[src/ffba_prefix.sv]
`default_nettype none

// Exclusive prefix OR over the cell flags, built as a log-depth network.
module ffba_prefix #(
    parameter int N = 128
) (
    input  wire logic [N-1:0] flags,
    output logic      [N-1:0] pre,
    output logic              any
);

    localparam int LVL = (N > 1) ? $clog2(N) : 1;

    logic [N-1:0] lvl [LVL+1];

    assign lvl[0] = flags;

    // Each level folds in the flags a power of two further to the left.
    for (genvar s = 0; s < LVL; s++) begin : g_lvl
        for (genvar i = 0; i < N; i++) begin : g_bit
            if (i >= (1 << s)) begin : g_or
                assign lvl[s+1][i] = lvl[s][i] | lvl[s][i-(1<<s)];
            end
            else begin : g_pass
                assign lvl[s+1][i] = lvl[s][i];
            end
        end
    end

    // Shift the inclusive prefix by one place to make it exclusive.
    assign pre = {lvl[LVL][N-2:0], 1'b0};
    assign any = lvl[LVL][N-1];

endmodule

`default_nettype wire

[config.mk]
export PLATFORM = sky130hd
export DESIGN_NAME = ffba_prefix
export DESIGN_NICKNAME = d
export VERILOG_FILES = /design/src/ffba_prefix.sv
export SDC_FILE = /design/constraint.sdc
export NUM_CORES = 1
export LEC_CHECK = 0
export BUFFER_PORTS_ARGS = -buffer_cell sky130_fd_sc_hd__clkbuf_2
export CORE_AREA = 3 3 98 100
export DETAILED_ROUTE_END_ITERATION = 8
export DIE_AREA = 0 0 101 103
export MAX_ROUTING_LAYER = met4
export SYNTH_ARGS = -nofsm -noshare
export SYNTH_HDL_FRONTEND = slang
export SYNTH_SLANG_ARGS = --single-unit
export TNS_END_PERCENT = 1
[constraint.sdc]
create_clock -name vclk -period 2.05
set_input_delay 0.205 -clock vclk [all_inputs]
set_output_delay 0.205 -clock vclk [all_outputs]
set_load 0.005 [all_outputs]
; Word-level counts from Yosys, hierarchy flattened
; Index checks and enable logic that the tools add are counted.
; W data, S select, Z words.
[totals]
regBits = 0
in_bits = 128
wordCells = 769
out_inout_bits = 129
[classes]
n_bitwise = 769
[ops]
columns = cell, count
row1 = $or A1 B1 Y1, 769

; Longest topological paths before layout
[logic_depth]
ltp_word = 7
ltp_mapped = 7
ltp_nobuf = 6

; Worst setup path before layout
; No wires, ideal clock.
[synth_timing]
path_kind = in2out
start = input flags[14]
end = output pre[48]
path_slack_ps = -84
path_buffers = 0
required_time_ps = 1845
cell_stages = 5
t_arrival_ps = 1929
path_cell_list = or4_4 -> nor4_4 -> nand3_4 -> or2_1 -> or3_1
[synth_between]
elab_chain_len = 5
[synth_rtl]
columns = item, line_no
row1 = start: declaration, 7  ; input wire logic [N-1:0] flags,
row2 = $or A1 B1 Y1 (5 in a row), 22  ; assign lvl[s+1][i] = lvl[s][i] | lvl[s][i-(1<<s)];
row3 = end: declaration, 8  ; output logic [N-1:0] pre,
; No other way between the ends.

; Worst setup path in the final report
[layout_timing]
start = input flags[2]
end = output pre[123]
[layout_between]
elab_chain_len = 6
[layout_rtl]
columns = item, line_no
row1 = $or A1 B1 Y1 (6 in a row), 22
; No other way between the ends.

==> flow_summary.ini <==
[outcome]
outcome = finished, violations left
violations = setup timing

[finish]
drive_above_1_share_pct = 61.7
final_cell_mix = clkbuf_2 (256), buf_4 (106), nor2_1 (55)
fin_nets = 819
multi_input_area_um2 = 1920
clkbuf_count = 0
final.fill_count = 964
final_cell_area_um2 = 4300
seq_cell_count = 0
layout_commonest_cell = clkbuf_2
syn2layout_area_growth_pct = 129
regArea_um2 = 0
diodes = 0

[logic_synthesis]
synth_seq_area_share_pct = 0
syn_inst = 328
syn_avg_cell_area_um2 = 5.72
synth_top_area_cell = nor2_1
synth_area_um2 = 1880
synth_top_area_share_pct = 11.4
synth_warnings = 0
synthesis.nets = 456
ys_types = 36
synth_top_cells_by_area = nor2_1 (11%), nand2_1 (9.6%), nand3_1 (9.1%)

[global_route]
grt_max_degree = 21
overflow = 0
antenna_found_initial = 0
grt_pass1_wl_mm = 18.1
grt_usage_pct = 21.9
first_global_vias = 3709

[power]
combinationalPowerShare_pct = 100.0
p_seq_share_pct = 0
pwr-share-clk_pct = 0
p_switching_uw = 167
ir_worst_vdd_mv = 0.0599
swShare_pct = 47.6
power_density_nw_per_um2 = 81.4
p_leak_nw = 1.97
intPower_uw = 184

[flow_run]
maxCapViolCount = 0

[die]
dieHeight_um = 103
ios = 257
initial_core_util_pct = 21.4
die_x_um = 101
core_area_um2 = 8760
dieArea_um2 = 10400
row_count = 34

[placed_design]
place_area_um2 = 4110
io_buffers = 256
routabilityCongestion = 0.933
hpwl_mm = 11.0
place_ws_ps = -359

[timing]
slew_headroom_pct = 66.9
layout_min_cycle_time_ps = 2350
period_share_pct = 114
final_hold_viol_count = 0
setup_viol = 101
setup_slack_ps = -296
fmax_ghz = 0.426
rsz0062_at_grt = yes
worst_pin_slew_ps = 491
drv_slew = 0

[route]
ant_nets = 0
num_vias = 3960
maxUsedRoutingLayer = met4
wl_met3_um = 742
m1WireLength_mm = 5.33
wl_met2_mm = 6.19
drt_pass1_iterations = 4
avgRoutedWirePerCell_um = 15.5
drcViolationCount = 0
viasPerCell = 4.97
first_iter_violations = 124
routed_wl_mm = 12.4

[worst_setup_path]
arrival_ps = 2140
cp-end-kind = primary output
crit_required_ps = 1850
critPathKind = input port to primary output
startpoint_type = input port
critPathMaxFanout = 5

[min_path]
hold_class = input port to primary output

[clock_network]
hold_buffers = 0
logic make-up (layout without fill, tap and decap cells):
group	count (synthesis)	count (layout)	synth area share (%)
buf+inv	26	387	6.34
other cells	1	1	0.200
simple gates	301	301	93.5
synth_stat cells (5+ instances only):
master     n
nor2_1    57
or2_2     13
nand3_1   34
nand4_1   16
or4_1     20
inv_1     17
nor4_1    22
nand3b_1   7
nor4b_1    6
nand2_1   48
or3_1     12
nor3_1    27
nand2b_1   5
worst paths after layout:
check | end | slack, ps | cells after the start | start
worst max-delay path | pre[123] | -300 | 9 | flags[2]
worst min-delay path | pre[28] | 690 | 3 | flags[27]
cell type report:
type / count / share of cell area, %
repair buffers: 369 / 50.5
multi-input cells: 302 / 44.7
well taps: 108 / 3.14
inverters: 18 / 1.57
worst max-delay path: stages:
cell      delay, ps
clkbuf_2         90
or4_4           520
and4b_2         370
buf_6           140
nand2_4          90
nor4_4          320
buf_4           200
nand3_1          80
clkbuf_2        120
power by group through the flow:
| stage | Combinational [mW] | Clock, mW | Sequential [mW] |
|---|---|---|---|
| after global placement | 0.327 | 0 | 0 |
| after global routing | 0.382 | 0 | 0 |
| after floorplan | 0.0661 | 0 | 0 |
| final | 0.350 | 0 | 0 |
| after detailed placement | 0.332 | 0 | 0 |
| after CTS | 0.339 | 0 | 0 |
metal layers:
metal | track usage [%] | up-vias
met2 | 39.5 | 149
met3 | 1.83 | 8
li1 | - | 1954
met4 | 1.64 | 0
met1 | 27.7 | 1849
met5 | - | -
metrics by stage:
stage | total power, mW | hold WS (ps) | utilization, % | setup TNS, ps | cells
final | 0.350 | 687 | 49.1 | -15100 | 797
after global routing | 0.382 | 704 | 49.1 | -26020 | 797
after CTS | 0.339 | 687 | 48.1 | -17660 | 797
after detailed placement | 0.332 | 685 | 46.9 | -23140 | 797
after global placement | 0.327 | 678 | 46.9 | -22380 | 797
after floorplan | 0.0661 | 480 | - | -1180 | 328
timing repair:
item | CTS | global route
setup buffers | 0 | 0
setup endpoints to repair | 106 | 108
gates resized for setup | 21 | 18
pin swaps | 5 | 8
(Power assumes the default switching activity.)
