<file path="src/ffba_pkg.sv">
`default_nettype none

package ffba_pkg;

    // Default sizing of the pool and its block table.
    localparam int POOL_BYTES_DEF   = 2048;
    localparam int HEADER_BYTES_DEF = 24;
    localparam int MAX_BLOCKS_DEF   = 128;

    // Fixed widths of the request and result fields.
    localparam int REQ_W   = 12;
    localparam int FADDR_W = 11;
    localparam int PADDR_W = 11;
    localparam int ST_W    = 2;

    // Request opcodes.
    localparam logic OP_ALLOC = 1'b0;
    localparam logic OP_FREE  = 1'b1;

    // Result status codes.
    localparam logic [ST_W-1:0] ST_DONE  = 2'd0;
    localparam logic [ST_W-1:0] ST_NOFIT = 2'd1;
    localparam logic [ST_W-1:0] ST_NULL  = 2'd2;

    // Operation that the cell row performs in the current cycle.
    typedef logic [2:0] ffba_mode_t;
    localparam ffba_mode_t MODE_IDLE      = 3'd0;
    localparam ffba_mode_t MODE_HIT_ALLOC = 3'd1;
    localparam ffba_mode_t MODE_HIT_FREE  = 3'd2;
    localparam ffba_mode_t MODE_ALLOC     = 3'd3;
    localparam ffba_mode_t MODE_MARK      = 3'd4;
    localparam ffba_mode_t MODE_MERGE     = 3'd5;

    // One request beat.
    typedef struct packed {
        logic               op;
        logic [REQ_W-1:0]   req_size;
        logic [FADDR_W-1:0] free_addr;
        logic               null_pointer;
    } ffba_req_t;

    // One result beat.
    typedef struct packed {
        logic [ST_W-1:0]    status;
        logic [PADDR_W-1:0] payload_addr;
    } ffba_rsp_t;

    // Command broadcast to every cell.
    typedef struct packed {
        ffba_mode_t         mode;
        logic [REQ_W-1:0]   req_size;
        logic [FADDR_W-1:0] free_addr;
        logic               do_split;
    } ffba_ctrl_t;

    // Status that a cell shows to its neighbors and to the controller.
    typedef struct packed {
        logic valid;
        logic free;
        logic flag;
        logic first;
        logic split_ok;
    } ffba_stat_t;

endpackage

`default_nettype wire

</file>
<file path="src/ffba_cell.sv">
`default_nettype none

// One entry of the block table. It holds one block and trades entries with
// its neighbors when the table is split or merged.
module ffba_cell #(
    parameter int POOL_BYTES   = 2048,
    parameter int HEADER_BYTES = 24,
    parameter bit IS_HEAD      = 1'b0
) (
    input  wire logic                       clk,
    input  wire logic                       rst_n,
    input  wire ffba_pkg::ffba_ctrl_t       ctrl,
    input  wire logic                       pre,
    input  wire ffba_pkg::ffba_stat_t       left_stat,
    input  wire logic [$clog2(POOL_BYTES)-1:0] left_start,
    input  wire logic [$clog2(POOL_BYTES)-1:0] left_bytes,
    input  wire logic [$clog2(POOL_BYTES)-1:0] left_rem_start,
    input  wire logic [$clog2(POOL_BYTES)-1:0] left_rem_bytes,
    input  wire ffba_pkg::ffba_stat_t       right_stat,
    input  wire logic [$clog2(POOL_BYTES)-1:0] right_bytes,
    input  wire logic [$clog2(POOL_BYTES)-1:0] right_start,
    output ffba_pkg::ffba_stat_t            stat,
    output logic [$clog2(POOL_BYTES)-1:0]   start,
    output logic [$clog2(POOL_BYTES)-1:0]   bytes,
    output logic [$clog2(POOL_BYTES)-1:0]   rem_start,
    output logic [$clog2(POOL_BYTES)-1:0]   rem_bytes,
    output logic [ffba_pkg::PADDR_W-1:0]    paddr
);

    import ffba_pkg::*;

    localparam int ADDR_W = $clog2(POOL_BYTES);
    localparam int CMP_W  = ((ADDR_W > REQ_W) ? ADDR_W : REQ_W) + 2;

    logic              valid_reg, valid_next;
    logic              free_reg, free_next;
    logic [ADDR_W-1:0] start_reg, start_next;
    logic [ADDR_W-1:0] bytes_reg, bytes_next;
    logic              hit_reg, hit_next;
    logic              split_ok_reg, split_ok_next;

    logic [CMP_W-1:0]  start_c;
    logic [CMP_W-1:0]  bytes_c;
    logic [CMP_W-1:0]  req_c;
    logic [CMP_W-1:0]  hdr_c;
    logic [CMP_W-1:0]  payload_c;
    logic [CMP_W-1:0]  merged_c;
    logic              pair;
    logic              flag;
    logic              first;

    // Operands widened so that no sum or compare can overflow.
    assign start_c   = CMP_W'(start_reg);
    assign bytes_c   = CMP_W'(bytes_reg);
    assign req_c     = CMP_W'(ctrl.req_size);
    assign hdr_c     = CMP_W'(HEADER_BYTES);
    assign payload_c = start_c + hdr_c;
    assign merged_c  = bytes_c + hdr_c + CMP_W'(right_bytes);

    // This block and the next one are both free and can be merged.
    assign pair  = valid_reg & free_reg & right_stat.valid & right_stat.free;
    assign flag  = (ctrl.mode == MODE_MERGE) ? pair : hit_reg;
    assign first = flag & ~pre;

    // Free remainder left over when this block is split.
    assign rem_start = ADDR_W'(payload_c + req_c);
    assign rem_bytes = ADDR_W'(bytes_c - req_c - hdr_c);

    assign start = start_reg;
    assign bytes = bytes_reg;
    assign paddr = first ? payload_c[PADDR_W-1:0] : '0;

    assign stat.valid    = valid_reg;
    assign stat.free     = free_reg;
    assign stat.flag     = flag;
    assign stat.first    = first;
    assign stat.split_ok = split_ok_reg;

    // Next entry, chosen by the command of this cycle.
    always_comb
    begin
        valid_next    = valid_reg;
        free_next     = free_reg;
        start_next    = start_reg;
        bytes_next    = bytes_reg;
        hit_next      = hit_reg;
        split_ok_next = split_ok_reg;
        case (ctrl.mode)
            MODE_HIT_ALLOC:
            begin
                hit_next      = valid_reg & free_reg & (bytes_c >= req_c);
                split_ok_next = bytes_c >= (req_c + hdr_c);
            end
            MODE_HIT_FREE:
            begin
                hit_next      = valid_reg & (payload_c == CMP_W'(ctrl.free_addr));
                split_ok_next = 1'b0;
            end
            MODE_ALLOC:
            begin
                if (first)
                begin
                    free_next = 1'b0;
                    if (ctrl.do_split)
                    begin
                        bytes_next = ADDR_W'(req_c);
                    end
                end
                else if (ctrl.do_split && pre)
                begin
                    // Entries behind the split block move one place up.
                    if (left_stat.first)
                    begin
                        valid_next = 1'b1;
                        free_next  = 1'b1;
                        start_next = left_rem_start;
                        bytes_next = left_rem_bytes;
                    end
                    else
                    begin
                        valid_next = left_stat.valid;
                        free_next  = left_stat.free;
                        start_next = left_start;
                        bytes_next = left_bytes;
                    end
                end
            end
            MODE_MARK:
            begin
                if (first)
                begin
                    free_next = 1'b1;
                end
            end
            MODE_MERGE:
            begin
                if (first)
                begin
                    bytes_next = ADDR_W'(merged_c);
                end
                else if (pre)
                begin
                    // Entries behind the merged pair move one place down.
                    valid_next = right_stat.valid;
                    free_next  = right_stat.free;
                    start_next = right_start;
                    bytes_next = right_bytes;
                end
            end
            default:
            begin
                hit_next = hit_reg;
            end
        endcase
    end

    // The head cell starts out as one free block spanning the pool.
    always_ff @(posedge clk or negedge rst_n)
    begin
        if (!rst_n)
        begin
            valid_reg    <= IS_HEAD;
            free_reg     <= IS_HEAD;
            start_reg    <= '0;
            bytes_reg    <= IS_HEAD ? ADDR_W'(POOL_BYTES - HEADER_BYTES) : '0;
            hit_reg      <= 1'b0;
            split_ok_reg <= 1'b0;
        end
        else
        begin
            valid_reg    <= valid_next;
            free_reg     <= free_next;
            start_reg    <= start_next;
            bytes_reg    <= bytes_next;
            hit_reg      <= hit_next;
            split_ok_reg <= split_ok_next;
        end
    end

endmodule

`default_nettype wire

</file>
<file path="config.mk">
export PLATFORM = sky130hd
export DESIGN_NAME = ffba_cell
export DESIGN_NICKNAME = d
export VERILOG_FILES = /design/src/ffba_pkg.sv /design/src/ffba_cell.sv
export SDC_FILE = /design/constraint.sdc
export NUM_CORES = 1
export LEC_CHECK = 0
export BUFFER_PORTS_ARGS = -buffer_cell sky130_fd_sc_hd__buf_2
export CORE_MARGIN = 2
export CORE_UTILIZATION = 47
export CTS_BUF_LIST = sky130_fd_sc_hd__clkbuf_4 sky130_fd_sc_hd__clkbuf_8
export DETAILED_ROUTE_END_ITERATION = 8
export HOLD_SLACK_MARGIN = 0.08
export MAX_ROUTING_LAYER = met4
export PLACE_DENSITY = 0.8
export SETUP_SLACK_MARGIN = 0.02
export SKIP_LAST_GASP = 1
export SLEW_MARGIN = 5
export SYNTH_ARGS = -nofsm -noshare
export SYNTH_HDL_FRONTEND = slang
export SYNTH_SLANG_ARGS = --single-unit
</file>
<file path="constraint.sdc">
create_clock -name clk -period 2.9 [get_ports clk]
set_input_delay 0.435 -clock clk [delete_from_list [all_inputs] [get_ports clk]]
set_output_delay 0.435 -clock clk [all_outputs]
set_load 0.03 [all_outputs]
</file>
Word level (Yosys, flattened, before mapping) --
Cells that the tools add are included.
Cells by class: add/sub/neg operators 7, order comparisons 2, eq/ne operators 14, multiplexer cells 30, bitwise logic cells 7, reductions and logical operators 7
Operators with widths (number):
- $mux W11 | 12
- $pmux W11 S2 | 2
- $add A11 B11 Y11 | 2
- $add A12 B5 Y13 const B | 1
- $ge A11 B13 Y1 | 1
- $add A11 B5 Y12 const B | 1
- $eq A12 B11 Y1 | 1
- $ge A11 B12 Y1 | 1
- $mux W1 | 12
- $add A11 B5 Y11 const B | 1
- $sub A11 B11 Y11 | 1
- $sub A11 B6 Y11 const B | 1
- $ne A2 B2 Y1 const B | 5
- $reduce_and A5 Y1 | 2
- $ne A3 B3 Y1 const B | 3
- $and A1 B1 Y1 | 6
- $eq A3 B2 Y1 const B | 2
- $eq A3 B3 Y1 const B | 2
- $pmux W1 S2 | 3
- $reduce_and A4 Y1 | 1
- $reduce_bool A2 Y1 | 2
- $eq A3 B1 Y1 const B | 1
- $pmux W1 S3 | 1
- $reduce_bool A3 Y1 | 1
- other kinds (2) | 2
Storage, ports and cells: bits in registers 26, input bits 106, word-level logic and storage cells 73

Longest topological paths before layout --
Gate-level depths: netlist of run 1.
depth in word-level cells 7, depth in mapped cells 12, depth with buffers taken out 12

Least setup slack after synthesis of run 1 --
Ideal clock, no wire load.
path type flip-flop to output port, from register start_reg[3], in the netlist start[3], to output rem_start[10], arrival 2774 ps, required time 2465 ps, setup slack -309 ps, stages on the path, launching flop included 11, path buffers 0, cells stage by stage dfrtp_1 > inv_1 > ha_1 > nand3b_1 > xor2_1 > inv_1 > ha_1 > or3_1 > o211ai_1 > o21ai_0 > xnor2_1
Between the ends: word-level cells in the longest chain between the ends 2
RTL lines:
- start, declared | RTL line ffba_cell.sv:37 | logic [ADDR_W-1:0] start_reg, start_next;
- start signal, assigned | RTL line ffba_cell.sv:173 | start_reg <= start_next;
- $add A11 B5 Y12 | RTL line ffba_cell.sv:57 | assign payload_c = start_c + hdr_c;
- $add A11 B11 Y11 | RTL line ffba_cell.sv:66 | assign rem_start = ADDR_W'(payload_c + req_c);
- end, declared | RTL line ffba_cell.sv:25 | output logic [$clog2(POOL_BYTES)-1:0] rem_start,
No other way between the ends.

Final worst setup path of run 1 --
from register bytes_reg[1], in the netlist bytes[1], to output rem_bytes[10]
Between the ends: word-level cells in the longest chain between the ends 2
RTL lines:
- start, declared | RTL line ffba_cell.sv:38 | logic [ADDR_W-1:0] bytes_reg, bytes_next;
- start signal, assigned | RTL line ffba_cell.sv:165 | bytes_reg <= IS_HEAD ? ADDR_W'(POOL_BYTES - HEADER_BYTES) : '0;
- start signal, assigned | RTL line ffba_cell.sv:174 | bytes_reg <= bytes_next;
- $sub A11 B11 Y11 | RTL line ffba_cell.sv:67 | assign rem_bytes = ADDR_W'(bytes_c - req_c - hdr_c);
- $sub A11 B6 Y11 | RTL line ffba_cell.sv:67
- end, declared | RTL line ffba_cell.sv:26 | output logic [$clog2(POOL_BYTES)-1:0] rem_bytes,
No other way between the ends.

==> results of run 1 <==
[stage by stage]
stage / setup WS [ns] / power (mW) / util (%) / hold slack [ns] / area (sq um)
global route: -0.553 / 4.56 / 66.6 / 0.192 / 6040
finish: -0.475 / 4.29 / 66.6 / 0.147 / 6040
global placement: -0.343 / 3.39 / 61.5 / 0.455 / 5570
CTS: -0.459 / 4.08 / 65.0 / 0.165 / 5890
floorplan: -0.0843 / 2.57 / - / 0.139 / 4400
detailed placement: -0.383 / 3.48 / 61.5 / 0.460 / 5570
[cell usage after synthesis, types with 5 or more instances]
| cell | instances |
|---|---|
| ha_1 | 65 |
| inv_1 | 64 |
| nand2_1 | 50 |
| nor2_1 | 40 |
| o21ai_0 | 36 |
| a21oi_1 | 34 |
| mux2i_1 | 28 |
| xnor2_1 | 28 |
| dfrtp_1 | 26 |
| xor2_1 | 20 |
| a211oi_1 | 13 |
| nor3_1 | 12 |
| buf_2 | 7 |
| buf_4 | 7 |
| clkbuf_1 | 7 |
| fa_1 | 7 |
| nand3_1 | 6 |
| a21o_1 | 5 |
| a31oi_1 | 5 |
| nand2b_1 | 5 |
| nor2b_1 | 5 |
| o211ai_1 | 5 |
| o31ai_1 | 5 |
[power by group]
part	internal [mW]	switching, mW	total (mW)
clock network	0.185	0.116	0.301
registers	0.444	0.109	0.554
logic	1.49	1.95	3.44
[cell families (layout without fill, tap and decap cells)]
group	count (synthesis)	after routing	synth area share (%)
AOI/OAI and AO/OA	139	139	21.0
xor gates and xnor gates	48	48	9.72
adders and majority gates	72	72	22.0
buffers and inverters	90	292	8.96
DFF	26	26	15.0
muxes	31	31	7.26
other	0	3	0
and+or+nand+nor	145	145	16.0
[final cells by class]
class	instances	area [sq um]	share of cell area, %
Multi-Input combinational cell	435	3610	59.8
Inverter	65	244	4.04
Antenna cell	3	7.51	0.124
Tap cell	111	139	2.30
Clock inverter	1	30.0	0.497
Clock buffer	3	41.3	0.684
Sequential cell	26	658	10.9
Timing Repair Buffer	223	1310	21.7
[placed cells by master, fill, tap and decap left out, drive strengths merged, types with 4 or more instances in the layout]
cell type,instances
fa,7
xor2,20
nor2,40
ha,65
nor3,12
nor2b,5
a21oi,34
o31ai,5
nand3,6
a211o,4
o21a,4
o21ai,38
buf,223
a211oi,13
a2111oi,4
a21o,5
nand4,4
o2111ai,4
inv,65
nand2b,5
xnor2,28
dfrtp,26
a31oi,5
o211ai,5
mux2i,28
nand2,50
[metal layers]
metal  up-vias  global-route usage, %  wire (microns)
met4         0                   9.91             497
met5         -                      -               0
met3        42                   3.20            1040
met1      2278                   35.0            5870
li1       2328                      -               -
met2       240                   45.4            6940
[path summary, 6_finish.rpt]
kind,startpoint,end,cells past startpoint
worst min-delay path,rst_n,start[7]$_DFFE_PN0P_,1
min in group clk,right_start[8],start[8]$_DFFE_PN0P_,3
worst max-delay path,bytes[1]$_DFFE_PN0P_,rem_bytes[10],9
max in group asynchronous,rst_n,bytes[3]$_DFFE_PN0P_,1
worst min register to register,start[8]$_DFFE_PN0P_,start[8]$_DFFE_PN0P_,2
worst max register to register,bytes[1]$_DFFE_PN0P_,bytes[7]$_DFFE_PN0P_,11
[worst max-delay path: stages (launching register included)]
cell      delay [ns]
dfrtp_2         0.44
ha_4            0.17
fa_1            0.47
a21oi_2         0.16
nor2b_2         0.06
o31a_1          0.25
or4_4           0.42
a2111o_1        0.40
o211a_4         0.15
buf_4           0.16
[what timing repair did]
item	in CTS	in global routing
resized for setup	44	27
setup endpoints to repair	8	8
pin swaps	16	17
hold buffers	0	0
setup buffers	9	3
==> results.sh, run 1 <==
export IMPL_clockBufferDepth=2
export IMPL_gp_congestion=0.958
export IMPL_syn_area_per_cell_sq_um=7.85
export IMPL_grt_max_degree=28
export IMPL_numCtsBuffers=3
export IMPL_period_share_pct=116
export IMPL_hpwl_microns=11400
export IMPL_slew_viol_final=0
export IMPL_clock_skew_ns=0.00769
export IMPL_yosysTopAreaCell="ha_1"
export IMPL_cts_htree_levels=1
export IMPL_firstDrtPassIters=4
export IMPL_start_kind="flop"
export IMPL_stdcell_count=867
export IMPL_cap_violations=0
export IMPL_synth_edf_count=0
export IMPL_critPathKind="reg -> out"
export IMPL_route_detailed_drc=0
export IMPL_p_leak_nw=3.17
export IMPL_critPathArrivalTime_ns=2.94
export IMPL_wirelength_microns=14400
export IMPL_syn_num_nets=729
export IMPL_clock_latency_ns=0.27
export IMPL_power_density_mw_per_mm2=711
export IMPL_yosysUniqueCellTypes=61
export IMPL_hold_class="in -> async"
export IMPL_fp_dieW_microns=99.9
export IMPL_tns_ns=-1.04
export IMPL_ir_drop_uv=312
export IMPL_via_count=4888
export IMPL_cts_tree="yes"
export IMPL_synth_area_leaders="ha_1, dfrtp_1, mux2i_1"
export IMPL_layout_setup_ws_ns=-0.475
export IMPL_grt_pass1_vias=4622
export IMPL_grt_usage_pct=27.5
export IMPL_grt_pass1_wl_microns=21700
export IMPL_drive_gt1_share_pct=39.4
export IMPL_start_util_pct=47.7
export IMPL_clkSinkCount=26
export IMPL_cts_root_buf="clkbuf_8"
export IMPL_core_sq_mm=0.00906
export IMPL_final_nets=932
export IMPL_crit_required_ns=2.47
export IMPL_dp_cells=848
export IMPL_timing_fmax_mhz=296
export IMPL_io_pins=166
export IMPL_crit_fanout=2
export IMPL_hold_viol=0
export IMPL_clkSlewWorstSetupHoldPaths_ns=0.09
export IMPL_synth_top_area_share_pct=18.8
export IMPL_fin_crit_ns=3.37
export IMPL_antenna_found_initial=2
export IMPL_crit_path_end_kind="output pin"
export IMPL_violations="setup timing"
export IMPL_via_per_inst=5.64
export IMPL_portBuffers=160
export IMPL_areaGrowthSynthToFinish_pct=39.6
export IMPL_rsz0062_at_grt="true"
export IMPL_ant_nets=0
export IMPL_rrSetupSlack_ns=0.14
export IMPL_finalSetupViolations=6
export IMPL_relSlewSlack_pct=52.3
export IMPL_ys_warn_count=0
export IMPL_drt_iter0_drc=264
export IMPL_core_rowCount=35
export IMPL_synth_seq_cells=26
export IMPL_worst_pin_slew_ns=0.715
export IMPL_syn_area_sq_mm=0.00433
export IMPL_status="complete, but fails checks"
export IMPL_grt_ovfl_total=0
export IMPL_wl_per_cell_microns=16.6
export IMPL_synthArstFlopShare_pct=100
export IMPL_ys_flop_type="dfrtp_1"
export IMPL_netlist_instances=551
export IMPL_fp_dieH_microns=99.9
export IMPL_fillCellCount=756
export IMPL_die_area_sq_mm=0.00999
export IMPL_ys_seq_area_share_pct=15.0
No activity file was read; power rests on OpenSTA's default activity.
==> inputs of run 2 (changes only) <==
--- a/config.mk
+++ b/config.mk
@@ -7,12 +7,12 @@
 export LEC_CHECK = 0
 export BUFFER_PORTS_ARGS = -buffer_cell sky130_fd_sc_hd__buf_2
 export CORE_MARGIN = 2
-export CORE_UTILIZATION = 47
+export CORE_UTILIZATION = 52
 export CTS_BUF_LIST = sky130_fd_sc_hd__clkbuf_4 sky130_fd_sc_hd__clkbuf_8
 export DETAILED_ROUTE_END_ITERATION = 8
 export HOLD_SLACK_MARGIN = 0.08
 export MAX_ROUTING_LAYER = met4
-export PLACE_DENSITY = 0.8
+export PLACE_DENSITY = 0.84
 export SETUP_SLACK_MARGIN = 0.02
 export SKIP_LAST_GASP = 1
 export SLEW_MARGIN = 5
==> constraint.sdc (replaced) <==
create_clock -name clk -period 3.4 [get_ports clk]
set_input_delay 0.51 -clock clk [delete_from_list [all_inputs] [get_ports clk]]
set_output_delay 0.51 -clock clk [all_outputs]
set_load 0.03 [all_outputs]
==> run 2 against run 1 <==
Compared with the run above: the run still ends with setup timing left; critical path type unchanged; flip-flop and latch count is the same; total power shrank 27%; final area is 10% lower; combinational power decreased by 31%; clock-buffer cell count did not move; worst hold slack better by 0.088 ns; final cell count decreased by 5.8%; setup slack improved by 0.45 ns; non-clock buffer count down 41; clock power decreased by 16%; critical path depth is the same.
==> results.sh, run 2 (same netlist as run 1, synthesis figures left out) <==
export IMPL_numCtsBuffers=3
export IMPL_wirelength_microns=13100
export IMPL_slew_viol_final=0
export IMPL_fin_crit_ns=3.43
export IMPL_core_sq_mm=0.00813
export IMPL_slowest_stage="dfrtp_2"
export IMPL_layout_setup_ws_ns=-0.0258
export IMPL_firstDrtPassIters=5
export IMPL_grt_max_degree=37
export IMPL_fillCellCount=682
export IMPL_hold_viol=0
export IMPL_via_per_inst=5.65
export IMPL_status="complete, but fails checks"
export IMPL_crit_buf_inv=2
export IMPL_antenna_found_initial=0
export IMPL_ir_drop_uv=227
export IMPL_power_density_mw_per_mm2=575
export IMPL_path_delay_family="compound AO/OA/AOI/OAI gates"
export IMPL_mostFrequentLayoutCell="buf_2"
export IMPL_fp_dieW_microns=95.2
export IMPL_diodes=0
export IMPL_violations="setup timing"
export IMPL_hpwl_microns=10800
export IMPL_critPathArrivalTime_ns=2.92
export IMPL_wl_per_cell_microns=16.1
export IMPL_areaGrowthSynthToFinish_pct=25.2
export IMPL_grt_pass1_wl_microns=20100
export IMPL_path_cells="buf_4, fa_1, a21oi_2, nor2b_2, o31a_1, or4_4, a2111o_1, o211a_1, buf_6"
export IMPL_cts_tree="yes"
export IMPL_worst_pin_slew_ns=0.677
export IMPL_layout_common_cells="buf_2, ha_1, inv_1, nand2_1, nor2_1"
export IMPL_worst_r2r_cell_count=10
export IMPL_grt_ovfl_total=0
export IMPL_ant_nets=0
export IMPL_finalSetupViolations=1
export IMPL_period_share_pct=101
export IMPL_via_count=4619
export IMPL_crit_fanout=3
export IMPL_p_total_mw=3.12
export IMPL_cpPeakStageDelay_ns=0.46
export IMPL_relSlewSlack_pct=54.9
export IMPL_cap_violations=0
export IMPL_final_nets=891
export IMPL_holdBufCountCts=0
export IMPL_timing_fmax_mhz=292
export IMPL_crit_required_ns=2.89
export IMPL_start_util_pct=53.2
export IMPL_cts_root_buf="clkbuf_8"
export IMPL_critPathKind="reg -> out"
export IMPL_place_area_sq_mm=0.00523
export IMPL_start_kind="flop"
export IMPL_hold_class="in -> async"
export IMPL_post_route_cell_area_sq_mm=0.00542
export IMPL_clock_skew_ns=0.00229
export IMPL_crit_cells=9
export IMPL_drt_iter0_drc=225
export IMPL_clkSlewWorstSetupHoldPaths_ns=0.09
export IMPL_route_detailed_drc=0
export IMPL_rsz0062_at_grt="true"
export IMPL_crit_path_end_kind="output pin"
export IMPL_die_area_sq_mm=0.00907
export IMPL_gp_congestion=0.948
export IMPL_pre_cts_slack_ns=-0.0242
export IMPL_portBuffers=160
export IMPL_clkSinkCount=26
export IMPL_fp_dieH_microns=95.2
export IMPL_grtUsageMet3_pct=1.66
export IMPL_grt_pass1_vias=4215
export IMPL_grt_use_met2_pct=45.5
export IMPL_core_rowCount=33
export IMPL_io_pins=166
export IMPL_cts_htree_levels=1
export IMPL_grtUsageMet1_pct=38.2
export IMPL_clockBufferDepth=2
export IMPL_clock_latency_ns=0.26
export IMPL_tns_ns=-0.0258
export IMPL_p_leak_nw=2.91
export IMPL_grt_usage_pct=28.6
export IMPL_busiest_layer="met2"
export IMPL_drive_gt1_share_pct=29.5
run 2: worst paths after layout:
| path | start | endpoint | slack (ns) |
|---|---|---|---|
| worst max-delay path | bytes[2]$_DFFE_PN0P_ | rem_bytes[10] | -0.03 |
| worst min-delay path | rst_n | bytes[1]$_DFFE_PN0P_ | 0.23 |
| worst max register to register | bytes[1]$_DFFE_PN0P_ | bytes[7]$_DFFE_PN0P_ | 0.60 |
| worst min register to register | start[8]$_DFFE_PN0P_ | start[8]$_DFFE_PN0P_ | 0.54 |
| max in group asynchronous | rst_n | bytes[2]$_DFFE_PN0P_ | 2.75 |
| min in group clk | right_start[2] | start[2]$_DFFE_PN0P_ | 0.53 |
run 2: power by group:
part	internal [mW]	switching, mW
registers	0.376	0.108
clock network	0.157	0.0964
logic	0.920	1.46
run 2: what timing repair did:
item / CTS / global route
gates resized for setup: 6 / 16
buffers inserted: 3 / 4
endpoints found under the setup margin: 2 / 5
pin swaps: 0 / 1
run 2: metrics by stage:
step                      hold WS [ns]  util, %  instances
after floorplan                  0.214        -        551
after global placement           0.494     64.3        806
after detailed placement         0.517     64.3        806
after CTS                        0.250     65.5        813
after global routing             0.279     66.6        817
final                            0.234     66.6        817
run 2: worst register-to-register path, stage by stage (launching register included):
cell	delay, ns
dfrtp_1	0.41
buf_4	0.15
ha_1	0.28
ha_1	0.26
fa_1	0.44
a211oi_1	0.34
o21bai_1	0.13
a21oi_1	0.19
xor2_1	0.11
o211a_1	0.23
o31ai_1	0.18
run 2: per-layer routing:
metal  up-vias  share of wire, %  routed length (microns)
li1       2245                 -                        -
met1      2122                41                     5430
met2       212                48                     6350
met3        40               6.7                      879
met4         0               3.6                      470
met5         -                 0                        0
run 2: layout make-up:
cell class / instances / area [sq um] / share of cell area [%]
clock buffers: 3 / 41.3 / 0.762
multi-input cells: 435 / 3340 / 61.7
flip-flops and latches: 26 / 652 / 12.0
inverters: 65 / 244 / 4.51
clock inverters: 1 / 30.0 / 0.555
well taps: 105 / 131 / 2.43
repair buffers: 182 / 977 / 18.0
